<file path="src/rtl/core/bod_pkg.sv">
package bod_pkg;

  // Default coordinate width (Q7.8 fixed point: 16 bits, 8 of them fraction)
  localparam int COORD_WIDTH_DEF = 16;

  // Configuration register index
  localparam int CFG_INDEX_W = 2;

  typedef enum logic [CFG_INDEX_W-1:0] {
    REG_CENTRE_X      = 2'd0,
    REG_CENTRE_Y      = 2'd1,
    REG_HALF_EXTENT_X = 2'd2,
    REG_HALF_EXTENT_Y = 2'd3
  } bod_reg_t;

  // Control that travels down the pipeline beside each word
  typedef struct packed {
    logic valid;
    logic last;
  } bod_ctl_t;

endpackage

</file>
<file path="src/rtl/core/bod_offset.sv">
// Two stages: absolute offset from the centre, then minus half extent, clamped at zero.
module bod_offset #(
  parameter int W = bod_pkg::COORD_WIDTH_DEF
) (
  input  logic                 clk,
  input  logic                 rst_n,
  input  logic signed [W-1:0]  centre_x,
  input  logic signed [W-1:0]  centre_y,
  input  logic [W-2:0]         half_x,
  input  logic [W-2:0]         half_y,
  input  bod_pkg::bod_ctl_t    up_ctl,
  output logic                 up_ready,
  input  logic signed [W-1:0]  point_x,
  input  logic signed [W-1:0]  point_y,
  output bod_pkg::bod_ctl_t    dn_ctl,
  input  logic                 dn_ready,
  output logic [W-1:0]         dx,
  output logic [W-1:0]         dy
);
  import bod_pkg::*;

  bod_ctl_t     ctl_a_r, ctl_b_r;
  logic [W-1:0] absx_r, absy_r, absx_nxt, absy_nxt;
  logic [W-1:0] dx_r, dy_r, dx_nxt, dy_nxt;
  logic         ready_a, ready_b;

  // |p - c|: both differences in parallel, pick by sign
  function automatic logic [W-1:0] abs_diff(input logic [W-1:0] p, input logic [W-1:0] c);
    logic [W:0] pc;
    logic [W:0] cp;
    begin
      pc = {p[W-1], p} - {c[W-1], c};
      cp = {c[W-1], c} - {p[W-1], p};
      abs_diff = pc[W] ? cp[W-1:0] : pc[W-1:0];
    end
  endfunction

  // a - h, clamped at zero
  function automatic logic [W-1:0] clamp_sub(input logic [W-1:0] a, input logic [W-2:0] h);
    logic [W:0] r;
    begin
      r = {1'b0, a} - {2'b00, h};
      clamp_sub = r[W] ? '0 : r[W-1:0];
    end
  endfunction

  // stage ready: empty, or the next stage moves on
  assign ready_b  = !ctl_b_r.valid || dn_ready;
  assign ready_a  = !ctl_a_r.valid || ready_b;
  assign up_ready = ready_a;

  assign absx_nxt = abs_diff(point_x, centre_x);
  assign absy_nxt = abs_diff(point_y, centre_y);
  assign dx_nxt   = clamp_sub(absx_r, half_x);
  assign dy_nxt   = clamp_sub(absy_r, half_y);

  // advance control
  always_ff @(posedge clk) begin
    if (!rst_n) begin
      ctl_a_r <= '0;
      ctl_b_r <= '0;
    end else begin
      if (ready_a) ctl_a_r <= up_ctl;
      if (ready_b) ctl_b_r <= ctl_a_r;
    end
  end

  // advance payload
  always_ff @(posedge clk) begin
    if (ready_a && up_ctl.valid) begin
      absx_r <= absx_nxt;
      absy_r <= absy_nxt;
    end
    if (ready_b && ctl_a_r.valid) begin
      dx_r <= dx_nxt;
      dy_r <= dy_nxt;
    end
  end

  assign dn_ctl = ctl_b_r;
  assign dx     = dx_r;
  assign dy     = dy_r;

endmodule

</file>
<file path="src/rtl/core/bod_square_sum.sv">
// Two stages: square each axis offset, then add the squares.
module bod_square_sum #(
  parameter int W = bod_pkg::COORD_WIDTH_DEF
) (
  input  logic              clk,
  input  logic              rst_n,
  input  bod_pkg::bod_ctl_t up_ctl,
  output logic              up_ready,
  input  logic [W-1:0]      dx,
  input  logic [W-1:0]      dy,
  output bod_pkg::bod_ctl_t dn_ctl,
  input  logic              dn_ready,
  output logic [2*W:0]      sum
);
  import bod_pkg::*;

  bod_ctl_t       ctl_c_r, ctl_d_r;
  logic [2*W-1:0] sqx_r, sqy_r, sqx_nxt, sqy_nxt;
  logic [2*W:0]   sum_r, sum_nxt;
  logic           ready_c, ready_d;

  assign ready_d  = !ctl_d_r.valid || dn_ready;
  assign ready_c  = !ctl_c_r.valid || ready_d;
  assign up_ready = ready_c;

  assign sqx_nxt = {{W{1'b0}}, dx} * {{W{1'b0}}, dx};
  assign sqy_nxt = {{W{1'b0}}, dy} * {{W{1'b0}}, dy};
  assign sum_nxt = {1'b0, sqx_r} + {1'b0, sqy_r};

  // advance control
  always_ff @(posedge clk) begin
    if (!rst_n) begin
      ctl_c_r <= '0;
      ctl_d_r <= '0;
    end else begin
      if (ready_c) ctl_c_r <= up_ctl;
      if (ready_d) ctl_d_r <= ctl_c_r;
    end
  end

  // advance payload
  always_ff @(posedge clk) begin
    if (ready_c && up_ctl.valid) begin
      sqx_r <= sqx_nxt;
      sqy_r <= sqy_nxt;
    end
    if (ready_d && ctl_c_r.valid) begin
      sum_r <= sum_nxt;
    end
  end

  assign dn_ctl = ctl_d_r;
  assign sum    = sum_r;

endmodule

</file>
<file path="src/rtl/core/bod_sqrt.sv">
// Floor square root, restoring method, one root bit per pipeline stage.
module bod_sqrt #(
  parameter int W = bod_pkg::COORD_WIDTH_DEF
) (
  input  logic              clk,
  input  logic              rst_n,
  input  bod_pkg::bod_ctl_t up_ctl,
  output logic              up_ready,
  input  logic [2*W:0]      radicand,
  output bod_pkg::bod_ctl_t dn_ctl,
  input  logic              dn_ready,
  output logic [W:0]        root
);
  import bod_pkg::*;

  localparam int N  = W + 1;     // root bits, one stage each
  localparam int RW = W + 2;     // remainder width
  localparam int AW = 2 * W + 2; // radicand padded to whole bit pairs

  bod_ctl_t      ctl_r  [N];
  logic [RW-1:0] rem_r  [N];
  logic [W:0]    root_r [N];
  logic [AW-1:0] rad_r  [N];

  bod_ctl_t      src_ctl  [N];
  logic [RW-1:0] src_rem  [N];
  logic [W:0]    src_root [N];
  logic [AW-1:0] src_rad  [N];

  logic [N:0]    rdy;

  assign rdy[N]   = dn_ready;
  assign up_ready = rdy[0];

  for (genvar i = 0; i < N; i++) begin : g_stage
    logic [W+3:0]  cand, trial, diff;
    logic          ge;
    logic [RW-1:0] rem_nxt;
    logic [W:0]    root_nxt;
    logic [AW-1:0] rad_nxt;

    // feed from the input or the previous stage
    if (i == 0) begin : g_first
      assign src_ctl[i]  = up_ctl;
      assign src_rem[i]  = '0;
      assign src_root[i] = '0;
      assign src_rad[i]  = {1'b0, radicand};
    end else begin : g_next
      assign src_ctl[i]  = ctl_r[i-1];
      assign src_rem[i]  = rem_r[i-1];
      assign src_root[i] = root_r[i-1];
      assign src_rad[i]  = rad_r[i-1];
    end

    // bring down the next bit pair and try root*4+1
    assign cand     = {src_rem[i], src_rad[i][AW-1:AW-2]};
    assign trial    = {1'b0, src_root[i], 2'b01};
    assign diff     = cand - trial;
    assign ge       = (cand >= trial);
    assign rem_nxt  = ge ? diff[RW-1:0] : cand[RW-1:0];
    assign root_nxt = {src_root[i][W-1:0], ge};
    assign rad_nxt  = {src_rad[i][AW-3:0], 2'b00};

    assign rdy[i] = !ctl_r[i].valid || rdy[i+1];

    // advance control
    always_ff @(posedge clk) begin
      if (!rst_n) begin
        ctl_r[i] <= '0;
      end else if (rdy[i]) begin
        ctl_r[i] <= src_ctl[i];
      end
    end

    // advance payload
    always_ff @(posedge clk) begin
      if (rdy[i] && src_ctl[i].valid) begin
        rem_r[i]  <= rem_nxt;
        root_r[i] <= root_nxt;
        rad_r[i]  <= rad_nxt;
      end
    end
  end

  assign dn_ctl = ctl_r[N-1];
  assign root   = root_r[N-1];

endmodule

</file>
<file path="src/rtl/core/box_obstacle_distance_core.sv">
// Distance from a 2-D point to an axis-aligned box obstacle. Each input word
// carries one signed fixed-point point (x in the low half of in_tdata, y
// above it); the result word carries floor(sqrt(dx^2 + dy^2)), where dx and dy
// are the absolute offsets from the configured box centre less the half
// extents, clamped at zero. The result is in the same fraction format as the
// inputs (Q.8 for the default Q7.8), and tlast passes through with each word.
// The block takes one word per clock and keeps going while a result waits, up
// to the pipeline's depth. Two stages form the clamped offsets, two square and
// add, and the square root settles one result bit per stage over
// COORD_WIDTH + 1 stages. Write the box registers only while no word is in
// flight.
module box_obstacle_distance_core #(
  parameter int  COORD_WIDTH = bod_pkg::COORD_WIDTH_DEF,
  localparam int IN_TDATA_W  = ((2 * COORD_WIDTH + 7) / 8) * 8,
  localparam int OUT_TDATA_W = ((COORD_WIDTH + 1 + 7) / 8) * 8
) (
  input  logic                            clk,
  input  logic                            rst_n,
  // input stream
  input  logic                            in_tvalid,
  output logic                            in_tready,
  input  logic [IN_TDATA_W-1:0]           in_tdata,   // point_x, point_y, zero pad
  input  logic                            in_tlast,   // point_last
  // result stream
  output logic                            out_tvalid,
  input  logic                            out_tready,
  output logic [OUT_TDATA_W-1:0]          out_tdata,  // distance, zero pad
  output logic                            out_tlast,  // distance_last
  // configuration
  input  logic                            cfg_wr_en,
  input  logic [bod_pkg::CFG_INDEX_W-1:0] cfg_index,
  input  logic [COORD_WIDTH-1:0]          cfg_wdata
);
  import bod_pkg::*;

  localparam int W = COORD_WIDTH;

  logic [W-1:0] centre_x_r, centre_y_r;
  logic [W-2:0] half_x_r, half_y_r;

  bod_ctl_t     in_ctl, off_ctl, sq_ctl, rt_ctl;
  logic         off_ready, sq_ready;
  logic [W-1:0] dx, dy;
  logic [2*W:0] sum;
  logic [W:0]   distance;

  // hold configuration registers
  always_ff @(posedge clk) begin
    if (!rst_n) begin
      centre_x_r <= '0;
      centre_y_r <= '0;
      half_x_r   <= '0;
      half_y_r   <= '0;
    end else if (cfg_wr_en) begin
      case (bod_reg_t'(cfg_index))
        REG_CENTRE_X:      centre_x_r <= cfg_wdata;
        REG_CENTRE_Y:      centre_y_r <= cfg_wdata;
        REG_HALF_EXTENT_X: half_x_r   <= cfg_wdata[W-2:0];
        REG_HALF_EXTENT_Y: half_y_r   <= cfg_wdata[W-2:0];
        default: ;
      endcase
    end
  end

  assign in_ctl = '{valid: in_tvalid, last: in_tlast};

  bod_offset #(.W(W)) u_offset (
    .clk        (clk),
    .rst_n      (rst_n),
    .centre_x   (centre_x_r),
    .centre_y   (centre_y_r),
    .half_x     (half_x_r),
    .half_y     (half_y_r),
    .up_ctl     (in_ctl),
    .up_ready   (in_tready),
    .point_x    (in_tdata[W-1:0]),
    .point_y    (in_tdata[2*W-1:W]),
    .dn_ctl     (off_ctl),
    .dn_ready   (off_ready),
    .dx         (dx),
    .dy         (dy)
  );

  bod_square_sum #(.W(W)) u_square_sum (
    .clk      (clk),
    .rst_n    (rst_n),
    .up_ctl   (off_ctl),
    .up_ready (off_ready),
    .dx       (dx),
    .dy       (dy),
    .dn_ctl   (sq_ctl),
    .dn_ready (sq_ready),
    .sum      (sum)
  );

  bod_sqrt #(.W(W)) u_sqrt (
    .clk      (clk),
    .rst_n    (rst_n),
    .up_ctl   (sq_ctl),
    .up_ready (sq_ready),
    .radicand (sum),
    .dn_ctl   (rt_ctl),
    .dn_ready (out_tready),
    .root     (distance)
  );

  // drive the result word from the last root stage
  assign out_tvalid = rt_ctl.valid;
  assign out_tlast  = rt_ctl.last;
  assign out_tdata  = OUT_TDATA_W'(distance);

endmodule
</file>
<file path="config.mk">
export PLATFORM = sky130hd
export DESIGN_NAME = box_obstacle_distance_core
export DESIGN_NICKNAME = d
export VERILOG_FILES = /design/src/rtl/core/bod_pkg.sv /design/src/rtl/core/bod_offset.sv /design/src/rtl/core/bod_square_sum.sv /design/src/rtl/core/bod_sqrt.sv /design/src/rtl/core/box_obstacle_distance_core.sv
export SDC_FILE = /design/constraint.sdc
export NUM_CORES = 2
export LEC_CHECK = 0
export ABC_AREA = 1
export BUFFER_PORTS_ARGS = -buffer_cell sky130_fd_sc_hd__buf_4
export CAP_MARGIN = 30
export CORE_AREA = 5 5 364 438
export DETAILED_ROUTE_END_ITERATION = 8
export DIE_AREA = 0 0 369 443
export HOLD_SLACK_MARGIN = 0.05
export SLEW_MARGIN = 20
export SYNTH_ARGS = -nofsm -noshare
export SYNTH_HDL_FRONTEND = slang
export SYNTH_SLANG_ARGS = --single-unit
</file>
<file path="constraint.sdc">
create_clock -name clk -period 7.05 [get_ports clk]
set_input_delay 1.41 -clock clk [delete_from_list [all_inputs] [get_ports clk]]
set_output_delay 1.41 -clock clk [all_outputs]
set_load 0.05 [all_outputs]
</file>
# Yosys cells after proc, flatten, opt, wreduce, memory -nomap -nowiden
# Memory sizes are Yosys's and may differ from the RTL's.
# Cells that the tools add are included.
# W data, S select, Z words.
[totals] regBits=231 n_memories=4 ram_bits=1173 wordCells=276
[op_classes] mul=2 n_addsub=24 bitwise_logic=17 eq_ne=3 n_lt_le_gt_ge=17 reduce_logical=68 n_mux=122
[mem_list] memory="u_sqrt.rad_r" words=17 width=32 rd=16 rd_ports_with_merged_regs=0 write_ports=17 line="bod_sqrt.sv:23" source="logic [AW-1:0] rad_r [N];"
[mem_list] memory="u_sqrt.rem_r" words=17 width=18 rd=16 rd_ports_with_merged_regs=0 write_ports=17 line="bod_sqrt.sv:21" source="logic [RW-1:0] rem_r [N];"
[mem_list] memory="u_sqrt.root_r" words=17 width=17 rd=17 rd_ports_with_merged_regs=0 write_ports=17 line="bod_sqrt.sv:22" source="logic [W:0] root_r [N];"
[mem_list] memory="u_sqrt.ctl_r" words=17 width=2 rd=17 rd_ports_with_merged_regs=0 write_ports=17 line="bod_sqrt.sv:20" source="bod_ctl_t ctl_r [N];"
[op_table] operator="$ge A20 B19 Y1" count=16
[op_table] operator="$mux W18" count=17
[op_table] operator="$sub A18 B18 Y18" count=16
[op_table] operator="$mux W1" count=86
[op_table] operator="$mul A16 B16 Y32" count=2
[op_table] operator="$mux W2" count=17
[op_table] operator="$sub A16 B15 Y17" count=2
[op_table] operator="$sub A16 B16 Y17" count=2
[op_table] operator="$add A32 B32 Y33" count=1
[op_table] operator="$mux W16" count=2
[op_table] operator="$sub A16 B16 Y16" count=2
[op_table] operator="$logic_and A1 B1 Y1" count=21
[op_table] operator="$logic_not A1 Y1" count=21
[op_table] operator="$logic_or A1 B1 Y1" count=21
[op_table] operator="$or A1 B1 Y1" count=17
[op_table] operator="$reduce_and A2 Y1" count=4
[op_table] operator="$eq A2 B2 Y1 const B" count=2
[op_table] operator="$eq A2 B1 Y1 const B" count=1
[op_table] operator="$logic_not A2 Y1" count=1
[op_table] operator="$sub A1 B1 Y2 const B" count=1
[op_table] operator="$ge A1 B1 Y1 const B" count=1

# Depth between registers and ports, before layout
# An unclocked memory read counts as a cell.
[logic_depth] ltp_word=24 ltp_mapped=30

# Hierarchy
# From an unflattened synthesis, not the netlist that was laid out.
[unflattened] cells_unflattened=7354 area_unflattened_um2=66159.7
[modules_own_cells] mod="bod_sqrt" cells_each=2907 seq_area_each_um2=21710.8 area_per_inst_um2=34013.9 instances=1
[modules_own_cells] mod="bod_square_sum" cells_each=2803 seq_area_each_um2=2932.8 area_per_inst_um2=21363.0 instances=1
[modules_own_cells] mod="bod_offset" cells_each=1235 seq_area_each_um2=2001.9 area_per_inst_um2=8146.6 instances=1
[modules_own_cells] mod="box_obstacle_distance_core" cells_each=409 seq_area_each_um2=1241.2 area_per_inst_um2=2636.3 instances=1

# Worst setup path after synthesis
# OpenSTA, ideal clock, no wires.
[synth_timing] path_type="reg2reg" from="register u_offset.dy_r[9] (netlist: u_offset.dy[9])" to="register u_square_sum.sqy_r[29], data pin" path_stages_with_launch=28 setup_ns=0.265 slack_ns=1.104 required_ns=6.785 t_arrival_ns=5.681 n_path_buf=1 cell_sequence="edfxtp_1 > clkbuf_1 > nand2_1 > inv_1 > fa_1 > inv_1 > fa_1 > inv_1 > fa_1 > inv_1 > fa_1 > inv_1 > fa_1 > inv_1 > fa_1 > inv_1 > ha_1 > nand2_1 > nor2_1 > nand3_1 > nand3_1 > nand2_1 > nand2_1 > a21oi_1 > o21ai_0 > nand4_1 > o21ai_0 > xor2_1"
[synth_via] elab_chain_len=1
[synth_lines] item="start: declaration" line="bod_offset.sv:24" source="logic [W-1:0] dx_r, dy_r, dx_nxt, dy_nxt;"
[synth_lines] item="start signal: assignment" line="bod_offset.sv:76" source="dy_r <= dy_nxt;"
[synth_lines] item="$mul A16 B16 Y32" line="bod_square_sum.sv:27" source="assign sqy_nxt = {{W{1'b0}}, dy} * {{W{1'b0}}, dy};"
[synth_lines] item="named net u_square_sum.sqy_nxt[29]" line="bod_square_sum.sv:18" source="logic [2*W-1:0] sqx_r, sqy_r, sqx_nxt, sqy_nxt;"
[synth_lines] item="end signal: assignment" line="bod_square_sum.sv:45" source="sqy_r <= sqy_nxt;"
[synth_lines] item="end: declaration" line="bod_square_sum.sv:18"
# The timed path passes the listed nets, and every way through them passes these cells.
# A chain may end at the register's enable or synchronous reset.

# Worst setup path in the final report
[layout_timing] from="register u_offset.dx_r[4] (netlist: u_offset.dx[4])" to="register u_square_sum.sqx_r[25], data pin"
[layout_via] elab_chain_len=1
[layout_lines] item="start: declaration" line="bod_offset.sv:24"
[layout_lines] item="start signal: assignment" line="bod_offset.sv:75" source="dx_r <= dx_nxt;"
[layout_lines] item="$mul A16 B16 Y32" line="bod_square_sum.sv:26" source="assign sqx_nxt = {{W{1'b0}}, dx} * {{W{1'b0}}, dx};"
[layout_lines] item="named net u_square_sum.sqx_nxt[25]" line="bod_square_sum.sv:18"
[layout_lines] item="end signal: assignment" line="bod_square_sum.sv:44" source="sqx_r <= sqx_nxt;"
[layout_lines] item="end: declaration" line="bod_square_sum.sv:18"
# The timed path passes the listed nets, and every way through them passes these cells.

==> results by group <==
Placed design
  – Final GP Congestion: 0.859
  – Port bufs: 75
  – Post-placement cell area: 64300 um2
  – Final HPWL DP: approximately 110 mm

Timing
  – Worst relative slew slack: 42.6%
  – Final Cycle Share: 92.0%
  – RSZ-0062 raised after global routing: no
  – Final hold vios: 0
  – Final Setup Violations: 0
  – Fmax: ~0.15 GHz
  – Clk_skew: 85.4 ps
  – Worst slew pin tran: 861 ps
  – Slew Limit Fails: 0
  – Fin crit period: ~6500 ps
  – Sum Neg Setup Slack: 0 ps

Floorplanning
  – Total die area: 163000 um2
  – Initial core utilization: 39.6%
  – Die width: 369 um
  – Die height: ~440 um
  – I/O pin cnt: 83
  – Core ar.: between 150000 and 200000 um2
  – # rows: between 150 and 200

Synth
  – Mean post-synth cell area: 9.97 um2
  – Xor/xnor cell area share of the yosys netlist: 5.22%
  – Simple-gate area share of the yosys netlist: 11.6%
  – Ys flop type: edfxtp_1
  – Mux cell area share after synthesis: less than 1%
  – Async set or reset register ratio after synthesis: 0%
  – Flops & latches, synth: 952
  – Number of enable flip-flop cells after synthesis: 882
  – Post-synthesis sequential area ratio: 45.4%
  – Yosys warning count: 0
  – Compound-Gate Fraction of Synth Area: under 10%
  – Largest family of logic cells by synthesized area: adder cells
  – Post-synthesis instance total: 6158
  – Adder-cell share of the synthesized area: between 20% and 30%
  – Post-synthesis cell type count: slightly below 70
  – Synth Cell Area: around 61000 um2

Worst setup path
  – Critical Path Source: u_offset.dx[4]
  – Critical setup path kind: register to register
  – Worst Setup Start Kind: register
  – CP Data Required Time: 7450 ps
  – CP arrival: 6880 ps
  – CP Capture Type: register
  – CP Max Fanout: 17
  – Reg-to-reg startpoint: u_offset.dx[4]

GRT
  – Global-route wire length before repair: 218 mm
  – Vias in the first global route: ~42k
  – Initial antenna violation count: 2
  – GRT Residual Overflow: 0
  – GRT Overall Usage: 16.8%
  – Largest net degree at the start of global routing: between 60 and 70

Worst hold path
  – Hold crit path type: register to register
  – Hold Path Origin: u_square_sum.sum[20]

Clocking
  – Setup repair bufs after CTS: 0
  – Clock root buffer: clkbuf_16
  – CTS tree: built
  – Skew-Pair Late Insertion Delay: 720 ps
  – Htree depth: 3
  – Clock Sinks: 952
  – CTS Buf Count: a little under 100
  – Clock Pin Slew Worst Setup and Hold Paths: approximately 60 ps
  – Hold-fix buffer count after cts: 0
  – Maximum buffer depth of the clock tree: 3
  – Resize count post-CTS: 0

Drt
  – WL per Instance: 16.3 um
  – DR iter-0 viols: 2192
  – Vias/cell: 4.85
  – Vias post-DR: 40.4k
  – Final wirelength: 136 mm
  – Number of remaining DRC errors: 0
  – Pre-antenna DRT Iters: 6
  – Post-route ant nets: 0

Cells and area
  – Layout cells sized above 1: 5.30%
  – Design area: 67600 um2
  – Area Overhead vs Synth: 10.2%
  – Final net count: 7121
  – Filler cells: between 10k and 15k

Run
  – Max Cap Viol: 0

Outcome
  – Status: finished clean
-- Yosys cell counts (all sizes together) (3+ instances only) --
cell type	count	area [um2]
a211oi	9	67.6
a21boi	16	124
a21o	18	135
a21oi	412	2070
a221oi	7	67.6
a31oi	21	131
and2	3	18.8
and3	4	25.0
buf	25	149
clkbuf	115	437
clkinv	3	11.3
dfxtp	70	1400
edfxtp	882	26500
fa	335	6710
ha	492	6160
inv	1260	4730
mux2	3	33.8
nand2	1018	3830
nand3	142	721
nand3b	9	67.6
nand4	50	379
nor2	361	1400
nor3	71	360
nor3b	5	37.5
nor4	21	131
o2111ai	8	70.1
o211ai	14	105
o21a	8	60.1
o21ai	334	1680
o21bai	16	120
o221ai	5	43.8
o31ai	14	110
o41ai	3	26.3
or2	17	106
xnor2	123	1080
xor2	243	2130
-- routing by layer --
layer  wire [um]  track usage [%]  vias to the layer above
met5          17                0                        -
met2       71600             31.5                      572
met1       54500             19.3                    19419
met3        4090             1.96                      217
met4        5470             6.68                        2
li1            -                -                    20200
-- critical path: stages, from the launching register on --
cell and delay (ps):
edfxtp_1 720, nand2_1 240, inv_1 80, fa_1 540
inv_1 60, fa_1 540, inv_1 60, fa_1 520
fa_1 440, fa_1 550, inv_1 60, fa_1 530
inv_1 40, ha_1 340, a21oi_1 210, o21ai_0 110
a21oi_1 360, inv_1 90, a31oi_1 260, o21ai_0 190
a21oi_1 190, xnor2_1 80
-- sequential cells by signal (all words and copies together), names as in the netlist, 15 cells and up --
signal	cells
u_sqrt.rad_r	272
u_sqrt.rem_r	264
u_sqrt.root_r	153
u_sqrt.ctl_r	34
u_square_sum.sum	33
u_square_sum.sqx_r	31
u_square_sum.sqy_r	31
centre_x_r	16
centre_y_r	16
u_offset.absx_r	16
u_offset.absy_r	16
u_offset.dx	16
u_offset.dy	16
half_x_r	15
half_y_r	15
-- layout by cell type, fill, tap and decap left out, types with 7 or more instances in the layout --
cell type | Yosys | layout
nand4_1 | 45 | 45
a21o_1 | 18 | 18
xor2_1 | 243 | 243
o21bai_1 | 16 | 16
a21boi_0 | 10 | 10
a31oi_1 | 21 | 21
clkinvlp_4 | 0 | 7
ha_1 | 492 | 492
o211ai_1 | 14 | 14
nor4_1 | 21 | 21
a211oi_1 | 9 | 9
buf_4 | 10 | 106
dfxtp_1 | 70 | 70
conb_1 | 1 | 8
clkinv_2 | 0 | 23
o21ai_0 | 322 | 322
inv_1 | 1252 | 1247
o21a_1 | 8 | 8
nand3b_1 | 9 | 9
nor3_1 | 70 | 70
o2111ai_1 | 8 | 8
o31ai_1 | 13 | 13
nand2_1 | 1013 | 1013
clkbuf_1 | 111 | 13
clkinv_1 | 3 | 19
fa_1 | 335 | 335
bufinv_16 | 0 | 10
o21ai_1 | 10 | 10
a21oi_1 | 411 | 410
nor2_4 | 5 | 14
inv_2 | 8 | 11
xnor2_1 | 123 | 123
nand3_1 | 140 | 140
clkbuf_16 | 0 | 99
or2_2 | 15 | 15
nor2_1 | 353 | 344
edfxtp_1 | 882 | 882
-- worst paths after layout --
path | to | slack [ps] | depth (start not counted)
worst max-delay path | u_square_sum.sqx_r[25] | 570 | 21
worst min-delay path | u_sqrt.rad_r[0][20] | 410 | 0
worst max register to register | u_square_sum.sqx_r[25] | 570 | 21
worst min register to register | u_sqrt.rad_r[0][20] | 410 | 0
-- through the flow --
| step | hold slack, ps | cells | setup WS, ps | util, % |
|---|---|---|---|---|
| 2_1_floorplan | 400 | 6165 | 1100 | - |
| 3_3_place_gp | 400 | 8143 | 610 | 41.4 |
| 3_5_place_dp | 405 | 8146 | 606 | 41.4 |
| 4_1_cts | 412 | 8325 | 573 | 43.5 |
| 5_1_grt | 415 | 8329 | 221 | 43.6 |
| 6_report | 408 | 8330 | 567 | 43.6 |
-- final cells by class --
cell class | instances | area, um2 | area share (%)
multi-input cells | 3810 | 28300 | 41.8
flip-flops and latches | 952 | 27900 | 41.2
inverters | 1263 | 4740 | 7.01
clock buffers | 112 | 2530 | 3.74
well taps | 2012 | 2520 | 3.72
repair buffers | 113 | 932 | 1.38
clock inverters | 67 | 734 | 1.09
diodes | 1 | 2.50 | 0.00370
-- cells by family after synthesis --
group,count (synthesis)
AO/OA/AOI/OAI,901
XOR/XNOR,366
adder cells (fa/ha/maj),827
buffers and inverters,1403
flip-flops,952
multiplexers,3
other,1
AND/OR/NAND/NOR,1705
Power is not shown: default switching activity piles up to over one toggle a cycle in this logic, so the estimate is an artifact.
